$ cat config.mk
export PLATFORM = sky130hd
export DESIGN_NAME = bracket_keyword_line_filter_core_flat
export DESIGN_NICKNAME = d
export VERILOG_FILES = /design/src/bklf_pkg.sv /design/src/bklf_ifs.sv /design/src/bracket_keyword_line_filter_core.sv /design/src/bklf_front.sv /design/src/bklf_queue.sv /design/src/bklf_back.sv /design/src/flat_wrapper.sv
export SDC_FILE = /design/constraint.sdc
export NUM_CORES = 2
export LEC_CHECK = 0
export BUFFER_PORTS_ARGS = -buffer_cell sky130_fd_sc_hd__buf_2
export CORE_MARGIN = 4
export CORE_UTILIZATION = 40
export CTS_BUF_LIST = sky130_fd_sc_hd__clkbuf_16
export CTS_CLUSTER_DIAMETER = 120
export DETAILED_ROUTE_END_ITERATION = 8
export SKIP_LAST_GASP = 1
export SYNTH_ARGS = -nofsm -noshare
export SYNTH_HDL_FRONTEND = slang
export SYNTH_SLANG_ARGS = --single-unit
$ cat constraint.sdc
create_clock -name i_clk -period 7.87 [get_ports i_clk]
set_input_delay 1.1805 -clock i_clk [delete_from_list [all_inputs] [get_ports i_clk]]
set_output_delay 1.1805 -clock i_clk [all_outputs]
set_load 0.03 [all_outputs]
$ cat src/bklf_pkg.sv
`timescale 1ns / 1ps
// Shared types, constants and helpers of the bracket keyword line filter.
// No dependencies; every other file imports this package.
package bklf_pkg;

    localparam int KW_SLOTS    = 4;   // keyword compare slots built
    localparam int KW_BYTES    = 8;   // longest keyword
    localparam int OFFSET_BITS = 48;  // offset and total counter width

    localparam int REG_SLOTS   = 4;   // keyword registers in the register map
    localparam int KW_USED     = (KW_SLOTS < REG_SLOTS) ? KW_SLOTS : REG_SLOTS;
    localparam int WIN_DEPTH   = KW_BYTES + 1;
    localparam int LEN_BITS    = $clog2(WIN_DEPTH);
    localparam int FIELD_BITS  = 48;
    localparam int CFG_IDX_BITS = 3;
    localparam int CFG_DAT_BITS = 64;
    localparam int CNT_BITS    = 3;

    localparam int Q_DEPTH     = 4;
    localparam int Q_PTR_BITS  = $clog2(Q_DEPTH);
    localparam int Q_CNT_BITS  = Q_PTR_BITS + 1;

    localparam logic [7:0] BYTE_LBRACKET = 8'h5B;
    localparam logic [7:0] BYTE_NEWLINE  = 8'h0A;

    localparam logic [15:0]        LENS_RESET  = 16'h1111;
    localparam logic [CNT_BITS-1:0] COUNT_RESET = CNT_BITS'(1);

    typedef enum logic [CFG_IDX_BITS-1:0] {
        CFG_KW0   = 3'd0,
        CFG_KW1   = 3'd1,
        CFG_KW2   = 3'd2,
        CFG_KW3   = 3'd3,
        CFG_LENS  = 3'd4,
        CFG_COUNT = 3'd5
    } t_cfg_idx;

    typedef logic [OFFSET_BITS-1:0] t_off;
    typedef logic [FIELD_BITS-1:0]  t_field;
    typedef logic [LEN_BITS-1:0]    t_len;

    // One matched line waiting for its report
    typedef struct packed {
        t_off first_off;
        t_off last_off;
    } t_line_rec;

    typedef struct packed {
        logic full;
        logic empty;
    } t_q_stat;

    function automatic t_field to_field(input t_off v);
        logic [63:0] wide;
        wide = 64'(v);
        return wide[FIELD_BITS-1:0];
    endfunction

endpackage

$ cat src/bklf_ifs.sv
`timescale 1ns / 1ps
// Handshake channels of the filter: byte input, config write, line report.
// Depends on bklf_pkg.
interface bklf_byte_if import bklf_pkg::*; ();
    logic       valid;
    logic       ready;
    logic [7:0] text_byte;
    logic       end_of_data;

    modport source (output valid, text_byte, end_of_data, input ready);
    modport sink   (input valid, text_byte, end_of_data, output ready);
endinterface

interface bklf_cfg_if import bklf_pkg::*; ();
    logic                    valid;
    logic                    ready;
    logic [CFG_IDX_BITS-1:0] index;
    logic [CFG_DAT_BITS-1:0] data;

    modport source (output valid, index, data, input ready);
    modport sink   (input valid, index, data, output ready);
endinterface

interface bklf_rpt_if import bklf_pkg::*; ();
    logic   valid;
    logic   ready;
    t_field line_start;
    t_field line_end;
    t_field match_total;

    modport source (output valid, line_start, line_end, match_total, input ready);
    modport sink   (input valid, line_start, line_end, match_total, output ready);
endinterface

$ cat src/bracket_keyword_line_filter_core.sv
`timescale 1ns / 1ps
// Top level of the bracket keyword line filter: front end, line queue, back end.
// Depends on bklf_pkg, bklf_ifs, bklf_front, bklf_queue, bklf_back.
//
//  Port    Dir   Carries                                  Taken when
//  i_byte  in    text_byte[8], end_of_data[1]             valid && ready
//  i_cfg   in    index[3], data[64]                       valid (ready tied high)
//  o_rpt   out   line_start, line_end, match_total [48]   valid && ready
//
// One byte per cycle; i_byte.ready drops only while the 4-entry line queue is full.
// The report of a line is written into the line queue, then loaded into the back end's output register for o_rpt.
// A stalled o_rpt holds its report; lines queue behind it while bytes keep flowing until the queue is full.
// Synchronous active-low reset clears config to defaults, window, offsets and total.
module bracket_keyword_line_filter_core import bklf_pkg::*; (
    input  logic       i_clk,
    input  logic       i_rst_n,
    bklf_byte_if.sink  i_byte,
    bklf_cfg_if.sink   i_cfg,
    bklf_rpt_if.source o_rpt
);

    t_q_stat   w_q_stat;
    logic      w_push;
    logic      w_pop;
    t_line_rec w_push_rec;
    t_line_rec w_pop_rec;

    bklf_front u_front (
        .i_clk    (i_clk),
        .i_rst_n  (i_rst_n),
        .i_byte   (i_byte),
        .i_cfg    (i_cfg),
        .i_q_stat (w_q_stat),
        .o_push   (w_push),
        .o_rec    (w_push_rec)
    );

    bklf_queue u_queue (
        .i_clk   (i_clk),
        .i_rst_n (i_rst_n),
        .i_push  (w_push),
        .i_rec   (w_push_rec),
        .i_pop   (w_pop),
        .o_rec   (w_pop_rec),
        .o_stat  (w_q_stat)
    );

    bklf_back u_back (
        .i_clk    (i_clk),
        .i_rst_n  (i_rst_n),
        .i_q_stat (w_q_stat),
        .i_rec    (w_pop_rec),
        .o_pop    (w_pop),
        .o_rpt    (o_rpt)
    );

endmodule

$ cat src/bklf_front.sv
`timescale 1ns / 1ps
// Front end: config registers, byte window, keyword compare, line tracking.
// Depends on bklf_pkg and bklf_ifs; pushes matched lines into bklf_queue.
module bklf_front import bklf_pkg::*; (
    input  logic        i_clk,
    input  logic        i_rst_n,
    bklf_byte_if.sink   i_byte,
    bklf_cfg_if.sink    i_cfg,
    input  t_q_stat     i_q_stat,
    output logic        o_push,
    output t_line_rec   o_rec
);

    logic [REG_SLOTS-1:0][CFG_DAT_BITS-1:0] r_kw;
    logic [15:0]                            r_lens;
    logic [CNT_BITS-1:0]                    r_count;

    logic [WIN_DEPTH-1:0][7:0] r_win;
    logic [WIN_DEPTH-1:0][7:0] n_win;
    t_off                      r_off;
    t_off                      r_line_start;
    logic                      r_matched;

    logic [KW_USED-1:0][WIN_DEPTH-1:0] w_hit;
    logic [KW_USED-1:0]                w_slot_hit;
    logic                              w_any_hit;
    logic                              w_acc;
    logic                              w_line_end;
    logic                              w_matched;
    t_off                              w_off_inc;

    assign i_byte.ready = !i_q_stat.full;
    assign i_cfg.ready  = 1'b1;
    assign w_acc        = i_byte.valid && i_byte.ready;

    always_ff @(posedge i_clk) begin
        if (!i_rst_n) begin
            r_kw    <= '0;
            r_lens  <= LENS_RESET;
            r_count <= COUNT_RESET;
        end else if (i_cfg.valid) begin
            unique case (i_cfg.index)
                CFG_KW0:   r_kw[0] <= i_cfg.data;
                CFG_KW1:   r_kw[1] <= i_cfg.data;
                CFG_KW2:   r_kw[2] <= i_cfg.data;
                CFG_KW3:   r_kw[3] <= i_cfg.data;
                CFG_LENS:  r_lens  <= i_cfg.data[15:0];
                CFG_COUNT: r_count <= i_cfg.data[CNT_BITS-1:0];
                default: begin
                end
            endcase
        end
    end

    // Window after this byte: slot zero is the newest byte
    always_comb begin
        n_win[0] = i_byte.text_byte;
        for (int j = 1; j < WIN_DEPTH; j++) begin
            n_win[j] = r_win[j-1];
        end
    end

    // Every possible length per slot is compared, then the configured one is picked
    always_comb begin
        for (int k = 0; k < KW_USED; k++) begin
            for (int l = 0; l < WIN_DEPTH; l++) begin
                w_hit[k][l] = (n_win[l] == BYTE_LBRACKET);
                for (int m = 0; m < l; m++) begin
                    w_hit[k][l] = w_hit[k][l] && (n_win[l-1-m] == r_kw[k][8*m +: 8]);
                end
            end
        end
    end

    always_comb begin
        logic [3:0] nib;
        t_len       len;
        for (int k = 0; k < KW_USED; k++) begin
            nib = r_lens[4*k +: 4];
            len = (32'(nib) > KW_BYTES) ? t_len'(KW_BYTES) : t_len'(nib);
            w_slot_hit[k] = w_hit[k][len] && (CNT_BITS'(k) < r_count);
        end
    end

    assign w_any_hit  = |w_slot_hit;
    assign w_line_end = (i_byte.text_byte == BYTE_NEWLINE) || i_byte.end_of_data;
    assign w_matched  = r_matched || w_any_hit;
    assign w_off_inc  = r_off + t_off'(1);

    assign o_push          = w_acc && w_line_end && w_matched;
    assign o_rec.first_off = r_line_start;
    assign o_rec.last_off  = r_off;

    always_ff @(posedge i_clk) begin
        if (!i_rst_n) begin
            r_win        <= '0;
            r_off        <= '0;
            r_line_start <= '0;
            r_matched    <= 1'b0;
        end else if (w_acc) begin
            r_win <= i_byte.end_of_data ? '0 : n_win;
            r_off <= w_off_inc;
            if (w_line_end) begin
                r_matched    <= 1'b0;
                r_line_start <= w_off_inc;
            end else begin
                r_matched <= w_matched;
            end
        end
    end

`ifndef SYNTHESIS
    a_eod_clears_window: assert property (@(posedge i_clk) disable iff (!i_rst_n)
        (w_acc && i_byte.end_of_data) |=> (r_win == '0 && !r_matched))
        else $error("window or line flag not cleared after end of data");
`endif

endmodule

$ cat src/bklf_queue.sv
`timescale 1ns / 1ps
// Short register queue of matched lines between front and back end.
// Depends on bklf_pkg.
module bklf_queue import bklf_pkg::*; (
    input  logic      i_clk,
    input  logic      i_rst_n,
    input  logic      i_push,
    input  t_line_rec i_rec,
    input  logic      i_pop,
    output t_line_rec o_rec,
    output t_q_stat   o_stat
);

    t_line_rec                r_mem [Q_DEPTH];
    logic [Q_PTR_BITS-1:0]    r_wr_ptr;
    logic [Q_PTR_BITS-1:0]    r_rd_ptr;
    logic [Q_CNT_BITS-1:0]    r_cnt;

    assign o_stat.full  = (r_cnt == Q_CNT_BITS'(Q_DEPTH));
    assign o_stat.empty = (r_cnt == '0);
    assign o_rec        = r_mem[r_rd_ptr];

    always_ff @(posedge i_clk) begin
        if (i_push) begin
            r_mem[r_wr_ptr] <= i_rec;
        end
    end

    always_ff @(posedge i_clk) begin
        if (!i_rst_n) begin
            r_wr_ptr <= '0;
            r_rd_ptr <= '0;
            r_cnt    <= '0;
        end else begin
            if (i_push) begin
                r_wr_ptr <= r_wr_ptr + Q_PTR_BITS'(1);
            end
            if (i_pop) begin
                r_rd_ptr <= r_rd_ptr + Q_PTR_BITS'(1);
            end
            unique case ({i_push, i_pop})
                2'b10:   r_cnt <= r_cnt + Q_CNT_BITS'(1);
                2'b01:   r_cnt <= r_cnt - Q_CNT_BITS'(1);
                default: r_cnt <= r_cnt;
            endcase
        end
    end

`ifndef SYNTHESIS
    a_no_overflow: assert property (@(posedge i_clk) disable iff (!i_rst_n)
        i_push |-> !o_stat.full)
        else $error("push into full queue");
    a_no_underflow: assert property (@(posedge i_clk) disable iff (!i_rst_n)
        i_pop |-> !o_stat.empty)
        else $error("pop from empty queue");
`endif

endmodule

$ cat src/bklf_back.sv
`timescale 1ns / 1ps
// Back end: match total counter and registered report output.
// Depends on bklf_pkg and bklf_ifs; drains bklf_queue.
module bklf_back import bklf_pkg::*; (
    input  logic        i_clk,
    input  logic        i_rst_n,
    input  t_q_stat     i_q_stat,
    input  t_line_rec   i_rec,
    output logic        o_pop,
    bklf_rpt_if.source  o_rpt
);

    logic      r_valid;
    t_line_rec r_rec;
    t_off      r_total;

    // Load a new report when the output stage is empty or being taken
    assign o_pop = !i_q_stat.empty && (!r_valid || o_rpt.ready);

    always_ff @(posedge i_clk) begin
        if (!i_rst_n) begin
            r_valid <= 1'b0;
            r_total <= '0;
        end else begin
            if (o_pop) begin
                r_valid <= 1'b1;
                r_total <= r_total + t_off'(1);
            end else if (o_rpt.ready) begin
                r_valid <= 1'b0;
            end
        end
    end

    always_ff @(posedge i_clk) begin
        if (o_pop) begin
            r_rec <= i_rec;
        end
    end

    assign o_rpt.valid       = r_valid;
    assign o_rpt.line_start  = to_field(r_rec.first_off);
    assign o_rpt.line_end    = to_field(r_rec.last_off);
    assign o_rpt.match_total = to_field(r_total);

`ifndef SYNTHESIS
    a_total_steps: assert property (@(posedge i_clk) disable iff (!i_rst_n)
        o_pop |=> (r_total == $past(r_total) + t_off'(1)) && r_valid)
        else $error("match total did not advance with a loaded report");
`endif

endmodule
$ cat src/flat_wrapper.sv
// flat-port wrapper written by rule: the top's interface ports become plain ports
module bracket_keyword_line_filter_core_flat import bklf_pkg::*;
  (i_clk, i_rst_n, i_byte_valid, i_byte_text_byte, i_byte_end_of_data, i_byte_ready, i_cfg_valid, i_cfg_index, i_cfg_data, i_cfg_ready, o_rpt_valid, o_rpt_line_start, o_rpt_line_end, o_rpt_match_total, o_rpt_ready);
  bklf_byte_if i_byte_i ();
  bklf_cfg_if i_cfg_i ();
  bklf_rpt_if o_rpt_i ();
  input  logic i_clk;
  input  logic i_rst_n;
  input wire logic [$bits(i_byte_i.valid)-1:0] i_byte_valid;
  input wire logic [$bits(i_byte_i.text_byte)-1:0] i_byte_text_byte;
  input wire logic [$bits(i_byte_i.end_of_data)-1:0] i_byte_end_of_data;
  output wire logic [$bits(i_byte_i.ready)-1:0] i_byte_ready;
  input wire logic [$bits(i_cfg_i.valid)-1:0] i_cfg_valid;
  input wire logic [$bits(i_cfg_i.index)-1:0] i_cfg_index;
  input wire logic [$bits(i_cfg_i.data)-1:0] i_cfg_data;
  output wire logic [$bits(i_cfg_i.ready)-1:0] i_cfg_ready;
  output wire logic [$bits(o_rpt_i.valid)-1:0] o_rpt_valid;
  output wire logic [$bits(o_rpt_i.line_start)-1:0] o_rpt_line_start;
  output wire logic [$bits(o_rpt_i.line_end)-1:0] o_rpt_line_end;
  output wire logic [$bits(o_rpt_i.match_total)-1:0] o_rpt_match_total;
  input wire logic [$bits(o_rpt_i.ready)-1:0] o_rpt_ready;
  assign i_byte_i.valid = i_byte_valid;
  assign i_byte_i.text_byte = i_byte_text_byte;
  assign i_byte_i.end_of_data = i_byte_end_of_data;
  assign i_byte_ready = i_byte_i.ready;
  assign i_cfg_i.valid = i_cfg_valid;
  assign i_cfg_i.index = i_cfg_index;
  assign i_cfg_i.data = i_cfg_data;
  assign i_cfg_ready = i_cfg_i.ready;
  assign o_rpt_valid = o_rpt_i.valid;
  assign o_rpt_line_start = o_rpt_i.line_start;
  assign o_rpt_line_end = o_rpt_i.line_end;
  assign o_rpt_match_total = o_rpt_i.match_total;
  assign o_rpt_i.ready = o_rpt_ready;
  bracket_keyword_line_filter_core u_core (.i_clk(i_clk), .i_rst_n(i_rst_n), .i_byte(i_byte_i), .i_cfg(i_cfg_i), .o_rpt(o_rpt_i));
endmodule
=== Word level (Yosys, flattened, before mapping) ===
Memory sizes are Yosys's and may differ from the RTL's. A register that Yosys moved wholly into a read port is not among the register bits.
Cells that the tools add are included.

* Flip-flop bits (word level): 492
* RAM bits: 384
* Output and inout port bits: 147
* Memories kept: 1

* Add/sub/neg operators: 6
* $lt $le $gt $ge: 12
* Eq/ne operators: 162
* Mux-type cells: 19
* Reduce and logical (&&, ||, !) cells: 170

{| class="wikitable"
|+ Memory list
! name !! depth !! bits a word !! read ports !! clocked after memory_dff !! write ports !! RTL line !! RTL
|-
| u_core.u_queue.r_mem || 4 || 96 || 1 || 1 || 1 || bklf_queue.sv:14 || <nowiki>t_line_rec r_mem [Q_DEPTH];</nowiki>
|}

{| class="wikitable"
|+ Operators with widths
! cell !! count
|-
| 8-bit == test || 144
|-
| 1-bit logical AND || 152
|-
| 48-bit by 1-bit adder with 48-bit output (second input constant) || 2
|-
| 8-bit by 7-bit == test with 1-bit output (second input constant) || 9
|-
| 64-bit 2-to-1 mux || 1
|-
| 4-bit by 5-bit < comparator with 1-bit output (second input constant) || 4
|-
| 1-bit binary-select mux with 4-bit select || 4
|-
| 4-bit > comparator (second input constant) || 4
|-
| 4-bit 2-to-1 mux || 4
|-
| 2-bit AND reduction || 7
|-
| 3-bit == test (second input constant) || 3
|-
| 1-bit 2-to-1 mux || 9
|-
| 8-bit by 4-bit == test with 1-bit output (second input constant) || 1
|-
| 3-bit by 2-bit == test with 1-bit output (second input constant) || 2
|-
| 3-bit zero test || 2
|-
| 1-bit by 3-bit < comparator with 1-bit output (first input constant) || 2
|-
| 2-bit by 3-bit < comparator with 1-bit output (first input constant) || 2
|-
| 3-bit one-hot mux with 2 select lines || 1
|-
| 2-bit by 1-bit adder with 2-bit output (second input constant) || 2
|-
| 2-bit nonzero test || 2
|-
| 4-bit OR reduction || 1
|-
| 3-bit by 1-bit adder with 3-bit output (second input constant) || 1
|-
| 3-bit by 1-bit == test with 1-bit output (second input constant) || 1
|-
| 1-bit zero test || 3
|-
| other kinds (4) || 6
|}

=== Logic depth before layout (Yosys ltp) ===
* Depth in word-level cells: 17
* Mapped depth: 17
* Depth with buffers taken out: 14

=== Cells and area by module ===
A second synthesis with hierarchy kept.

* Cell total of the unflattened synthesis: 4934
* Area total of the unflattened synthesis: 50259.5 um^2

{| class="wikitable"
|+ Modules (own cells, without submodules)
! module !! times used !! cells each !! area an instance (um^2) !! seq. area each (um^2)
|-
| bklf_front || 1 || 4014 || 30739.5 || 8728.4
|-
| bklf_queue || 1 || 548 || 14308.7 || 11711.2
|-
| bklf_back || 1 || 372 || 5211.2 || 3863.7
|}

=== Worst setup path before layout ===
OpenSTA, ideal clock, no wires.

* Path type: input -> register
* From: in o_rpt_ready
* To: reg u_core.u_queue.r_cnt[2]
* Setup time: 76 ps
* Arrival time: 6970 ps
* Data required time: 7794 ps
* Setup slack: 825 ps
* Stages: 7
* Buffers on the path: 0
* Cells stage by stage: nor2b_1 > nor2_1 > ha_1 > fa_1 > xnor2_1 > or3_1 > a21boi_0

* Cells in the longest elaborated chain, start to end: 4
* Elaborated cells on any way between the ends: 6

{| class="wikitable"
|+ Ends and longest elaborated chain
! what !! RTL line !! RTL
|-
| start: declaration || flat_wrapper.sv:21 || <nowiki>input wire logic [$bits(o_rpt_i.ready)-1:0] o_rpt_ready;</nowiki>
|-
| 1-bit logical OR * || bklf_back.sv:18 || <nowiki>assign o_pop = !i_q_stat.empty && (!r_valid || o_rpt.ready);</nowiki>
|-
| 1-bit logical AND * || bklf_back.sv:18 ||
|-
| via u_core.u_back.o_pop || bklf_back.sv:9 || <nowiki>output logic o_pop,</nowiki>
|-
| 2-bit by 1-bit == test with 1-bit output or 2-bit == test (tied branches) || bklf_queue.sv:41 || <nowiki>unique case ({i_push, i_pop})</nowiki>
|-
| 3-bit one-hot mux with 2 select lines or 2-bit nonzero test (tied branches) || - ||
|-
| end signal: assignment || bklf_queue.sv:42 || <nowiki>2'b10: r_cnt <= r_cnt + Q_CNT_BITS'(1);</nowiki>
|-
| end signal: assignment || bklf_queue.sv:43 || <nowiki>2'b01: r_cnt <= r_cnt - Q_CNT_BITS'(1);</nowiki>
|-
| end signal: assignment || bklf_queue.sv:44 || <nowiki>default: r_cnt <= r_cnt;</nowiki>
|-
| end: declaration || bklf_queue.sv:17 || <nowiki>logic [Q_CNT_BITS-1:0] r_cnt;</nowiki>
|}

Mark *: on every way through the listed nets, which the timed path passes. The rest lies on a longest branch.
A chain may end at the register's enable or synchronous reset.

=== Final worst setup path ===
* From: in i_byte_text_byte[2]
* To: reg u_core.u_queue.r_cnt[2]

* Cells in the longest elaborated chain, start to end: 10
* Elaborated cells on any way between the ends: 87

{| class="wikitable"
|+ Ends and longest elaborated chain
! what !! RTL line !! RTL
|-
| start: declaration || flat_wrapper.sv:10 || <nowiki>input wire logic [$bits(i_byte_i.text_byte)-1:0] i_byte_text_byte;</nowiki>
|-
| 8-bit == test || bklf_front.sv:69 || <nowiki>w_hit[k][l] = w_hit[k][l] && (n_win[l-1-m] == r_kw[k][8*m +: 8]);</nowiki>
|-
| 1-bit logical AND || bklf_front.sv:69 ||
|-
| 1-bit binary-select mux with 4-bit select || bklf_front.sv:81 || <nowiki>w_slot_hit[k] = w_hit[k][len] && (CNT_BITS'(k) < r_count);</nowiki>
|-
| 1-bit 2-to-1 mux (implied by the code) || bklf_front.sv:81 ||
|-
| 1-bit logical AND || bklf_front.sv:81 ||
|-
| 4-bit OR reduction || bklf_front.sv:85 || <nowiki>assign w_any_hit = |w_slot_hit;</nowiki>
|-
| 1-bit logical OR || bklf_front.sv:87 || <nowiki>assign w_matched = r_matched || w_any_hit;</nowiki>
|-
| 1-bit logical AND * || bklf_front.sv:90 || <nowiki>assign o_push = w_acc && w_line_end && w_matched;</nowiki>
|-
| 2-bit by 1-bit == test with 1-bit output or 2-bit == test (tied branches) || bklf_queue.sv:41 ||
|-
| 3-bit one-hot mux with 2 select lines or 2-bit nonzero test (tied branches) || - ||
|}

Every way passes the cells marked *; elsewhere a longest branch is shown, timed or not. The select of a mux whose other input is x is not followed.

==> metrics.yaml <==
setup_path:
  critical_path_class: "primary input to flop"
  cpPeakStageDelay_ps: 1060
  cp_slowest_cell: "nor4_1"
  path_cells: "buf_2 -> buf_4 -> nand3b_1 -> nor4_1 -> a21o_1 -> a31oi_1 -> o311ai_2 -> a2111oi_2 -> a31oi_4 -> inv_1 -> ha_1 -> fa_1 -> xnor2_1 -> or3_1 -> a21boi_0"
  arrival_ps: 6040
  crit_fanout: 17
  end_kind: "flop"
  required_ps: 8530
  start_kind: "primary input"
timing:
  finClkSkew_ps: 58.4
  worst-slew-pin-transition_ps: 1280
  rsz0062_at_grt: "no"
  maxSlewViolCount: 0
  fin_setup_tns_ps: 0
  finalCritPeriodShare: 0.684
  final.min_clock_period_ps: 5390
  hold_viol_final: 0
  fmax_mhz: 186
  max-slew-margin-rel: 0.137
  final-setup-viol-count: 0
  hold_slack_ps: 462
yosys:
  ys_async_sr_fraction: 0
  syn-num-nets: 4990
  synth.avg_cell_area_um2: 10.5
  synth-seq-cells: 972
  yosysSeqAreaShare: 0.472
  ys_types: 81
  netlist_instances: 4901
  synth_edf_count: 480
  ys_warn_count: 0
  syn_area_um2: 51500
  ys.flop_type: "dfxtp_1"
cts:
  cts_root_buf: "clkbuf_16"
  cts.path.max_buffers: 3
  clkTransAtPathRegs_ps: 60
  cts_tree: "built"
  cts_resized: 0
  postCtsSetupBuffers: 0
  clock-sinks: 972
  htreeDepth: 3
  cts.hold.buffers_added: 0
  cts_made_buffers: 105
  clk_latency_ps: 760
drt:
  vias: 38503
  wire_per_inst_um: 29.4
  dr.max_layer_used: "met5"
  wirelength_um: 195000
  wl_met2_um: 83900
  first_pass_iters: 7
  wl_met1_um: 80900
  drtIter0Drc: 5058
  antenna_left: 0
  drcViolationCount: 0
  met3_length_um: 18500
  via_per_inst: 5.81
floorplan:
  core_region_area_um2: 128000
  dieArea_um2: 134000
  io_pins: 228
  rows: 131
  initial_core_util: 0.403
  fp.dieW_um: 367
  die_h_um: 367
grt:
  grt_pass1_vias: 36688
  grt_max_degree: 239
  antenna_found_initial: 12
  overflow: 0
  grt_pass1_wl_um: 275000
  grt.total_usage: 0.281
pwr:
  power_frac_comb: 0.159
  p_switching_mw: 3.73
  internal_power_mw: 9.15
  seqPwrFrac: 0.463
  powerDensity_nw_per_um2: 226
  irDropWorstVdd_uv: 217
  switching_share: 0.290
  p_clk_frac: 0.379
  p_leak_nw: 22.8
place:
  dpl-instance-area_um2: 53500
  io_buffers: 226
  hpwlAfterDp_um: 135000
  gp_congestion: 1.07
cells_and_area:
  area_growth_syn_to_layout_pct: 10.7
  drive_gt1_frac: 0.135
  post-route-util: 0.446
  design_area_um2: 57000
  layout.nets: 4957
  num-fill-cells: 11978
outcome:
  status: "complete, no violations"
min_path:
  hold_path.class: "flop to flop"
job:
  drv_cap: 0
## cell usage after synthesis (5+ instances only)
| cell | count | area share |
|---|---|---|
| buf_4 | 43 | 0.0063 |
| or4_1 | 5 | 0.00073 |
| clkbuf_1 | 244 | 0.018 |
| nor2_1 | 40 | 0.0029 |
| or3_1 | 30 | 0.0036 |
| mux2i_1 | 7 | 0.0014 |
| ha_1 | 7 | 0.0017 |
| mux4_2 | 96 | 0.042 |
| nand3_1 | 83 | 0.0081 |
| buf_1 | 53 | 0.0039 |
| nand4_1 | 148 | 0.018 |
| a21boi_0 | 307 | 0.045 |
| nand2_1 | 683 | 0.050 |
| o21ai_0 | 31 | 0.0030 |
| dfxtp_1 | 492 | 0.19 |
| inv_1 | 67 | 0.0049 |
| xnor2_1 | 418 | 0.071 |
| o2bb2ai_1 | 11 | 0.0019 |
| nor3_2 | 5 | 0.00097 |
| inv_2 | 6 | 0.00044 |
| buf_6 | 20 | 0.0044 |
| xor2_1 | 772 | 0.13 |
| a21oi_1 | 47 | 0.0046 |
| a22o_1 | 11 | 0.0019 |
| and3_1 | 19 | 0.0023 |
| nand3b_1 | 22 | 0.0032 |
| nor4_1 | 206 | 0.025 |
| o22ai_1 | 30 | 0.0036 |
| and4_1 | 7 | 0.0012 |
| nor2b_1 | 68 | 0.0083 |
| edfxtp_1 | 480 | 0.28 |
| a221oi_1 | 5 | 0.00085 |
| nand4b_1 | 5 | 0.00085 |
| nand2b_1 | 9 | 0.0011 |
| nor3_1 | 79 | 0.0077 |
| a221o_1 | 5 | 0.00097 |
| o211a_1 | 46 | 0.0089 |
| and2_1 | 84 | 0.010 |
| buf_2 | 131 | 0.013 |
## cell usage in the layout, fill, tap and decap left out, types with 11 or more instances in the layout
master | Yosys | layout
a21boi_0 | 307 | 307
a21oi_1 | 47 | 47
a22o_1 | 11 | 11
and2_1 | 84 | 77
and3_1 | 19 | 18
buf_2 | 131 | 225
buf_4 | 43 | 116
clkbuf_16 | 0 | 105
clkinv_1 | 0 | 23
clkinv_2 | 0 | 18
dfxtp_1 | 492 | 476
dfxtp_2 | 0 | 14
edfxtp_1 | 480 | 480
inv_1 | 67 | 92
mux4_2 | 96 | 96
nand2_1 | 683 | 680
nand3_1 | 83 | 82
nand3b_1 | 22 | 22
nand4_1 | 148 | 148
nor2_1 | 40 | 37
nor2b_1 | 68 | 68
nor3_1 | 79 | 79
nor4_1 | 206 | 204
o211a_1 | 46 | 46
o21ai_0 | 31 | 31
o22ai_1 | 30 | 30
o2bb2ai_1 | 11 | 11
or3_1 | 30 | 30
xnor2_1 | 418 | 418
xor2_1 | 772 | 772
## power by group through the flow
stage | Clock (mW) | Combinational [mW] | Sequential [mW]
2_1_floorplan | 0 | 1.19 | 6.26
3_3_place_gp | 0 | 2.06 | 6.06
3_5_place_dp | 0 | 2.07 | 6.06
4_1_cts | 4.98 | 2.07 | 5.96
5_1_grt | 5.19 | 2.18 | 5.99
6_report | 4.88 | 2.05 | 5.96
## worst max-delay path: cells and delay by family
kind                       cells  cell delay, ps
adders and majority gates      2             690
buffers and inverters          3             930
AOI/OAI and AO/OA              6            1470
xor gates and xnor gates       1             140
and+or+nand+nor                3            1600
## layer usage
metal / track usage / up-vias
met2: 0.424 / 2182
met5: 0 / -
met3: 0.0540 / 566
met4: 0.137 / 6
met1: 0.387 / 18920
li1: - / 16829
## area by class of cell
cell class | instances | area [µm²] | share of cell area
flip-flops and latches | 972 | 24300 | 0.426
clock inverters | 94 | 827 | 0.0145
multi-input cells | 3364 | 24700 | 0.433
repair buffers | 351 | 2190 | 0.0385
inverters | 74 | 280 | 0.00492
clock buffers | 105 | 2630 | 0.0461
diodes | 4 | 10.0 | 0.000176
well taps | 1662 | 2080 | 0.0365
## per-stage QoR
step	std cells	setup WS [ps]	power, mW
after detailed placement	6423	1840	8.13
after global routing	6623	2490	13.4
after global placement	6423	1940	8.12
final	6626	2480	12.9
after CTS	6622	2650	13.0
after floorplan	4901	825	7.45
## state kept, by name (all words and copies together) (netlist names), 3 cells and up
| name | flops |
|---|---|
| u_core.u_back.o_rpt.line_end | 48 |
| u_core.u_front.r_kw | 256 |
| u_core.u_back.o_rpt.line_start | 48 |
| u_core.u_front.r_line_start | 48 |
| u_core.u_front.r_lens | 16 |
| u_core.u_front.r_count | 3 |
| u_core.u_front.r_off | 48 |
| u_core.u_queue.r_cnt | 3 |
| u_core.u_front.n_win | 64 |
| u_core.u_back.o_rpt.match_total | 48 |
| u_core.u_queue.r_mem | 384 |
## worst paths after layout
kind	startpoint	endpoint	slack [ps]	depth (start not counted)
worst max-delay path	i_byte_text_byte[2]	u_core.u_queue.r_cnt[2]	2480	15
worst min register to register	u_core.u_front.n_win[66]	u_core.u_front.n_win[66]	460	2
worst min-delay path	u_core.u_front.n_win[66]	u_core.u_front.n_win[66]	460	2
worst max register to register	u_core.u_front.n_win[46]	u_core.u_queue.r_cnt[2]	2630	15
## logic make-up (layout without fill, tap and decap cells)
kind of cell | Yosys count | in the layout | synth area share
other cells | 1 | 5 | 0.0000729
mux | 103 | 103 | 0.0434
compound gates | 539 | 539 | 0.0787
simple gates | 1523 | 1523 | 0.151
xor+xnor | 1190 | 1190 | 0.203
flops | 972 | 972 | 0.472
fa+ha+maj | 8 | 8 | 0.00209
buf+inv | 565 | 624 | 0.0505
(Power assumes the default switching activity.)
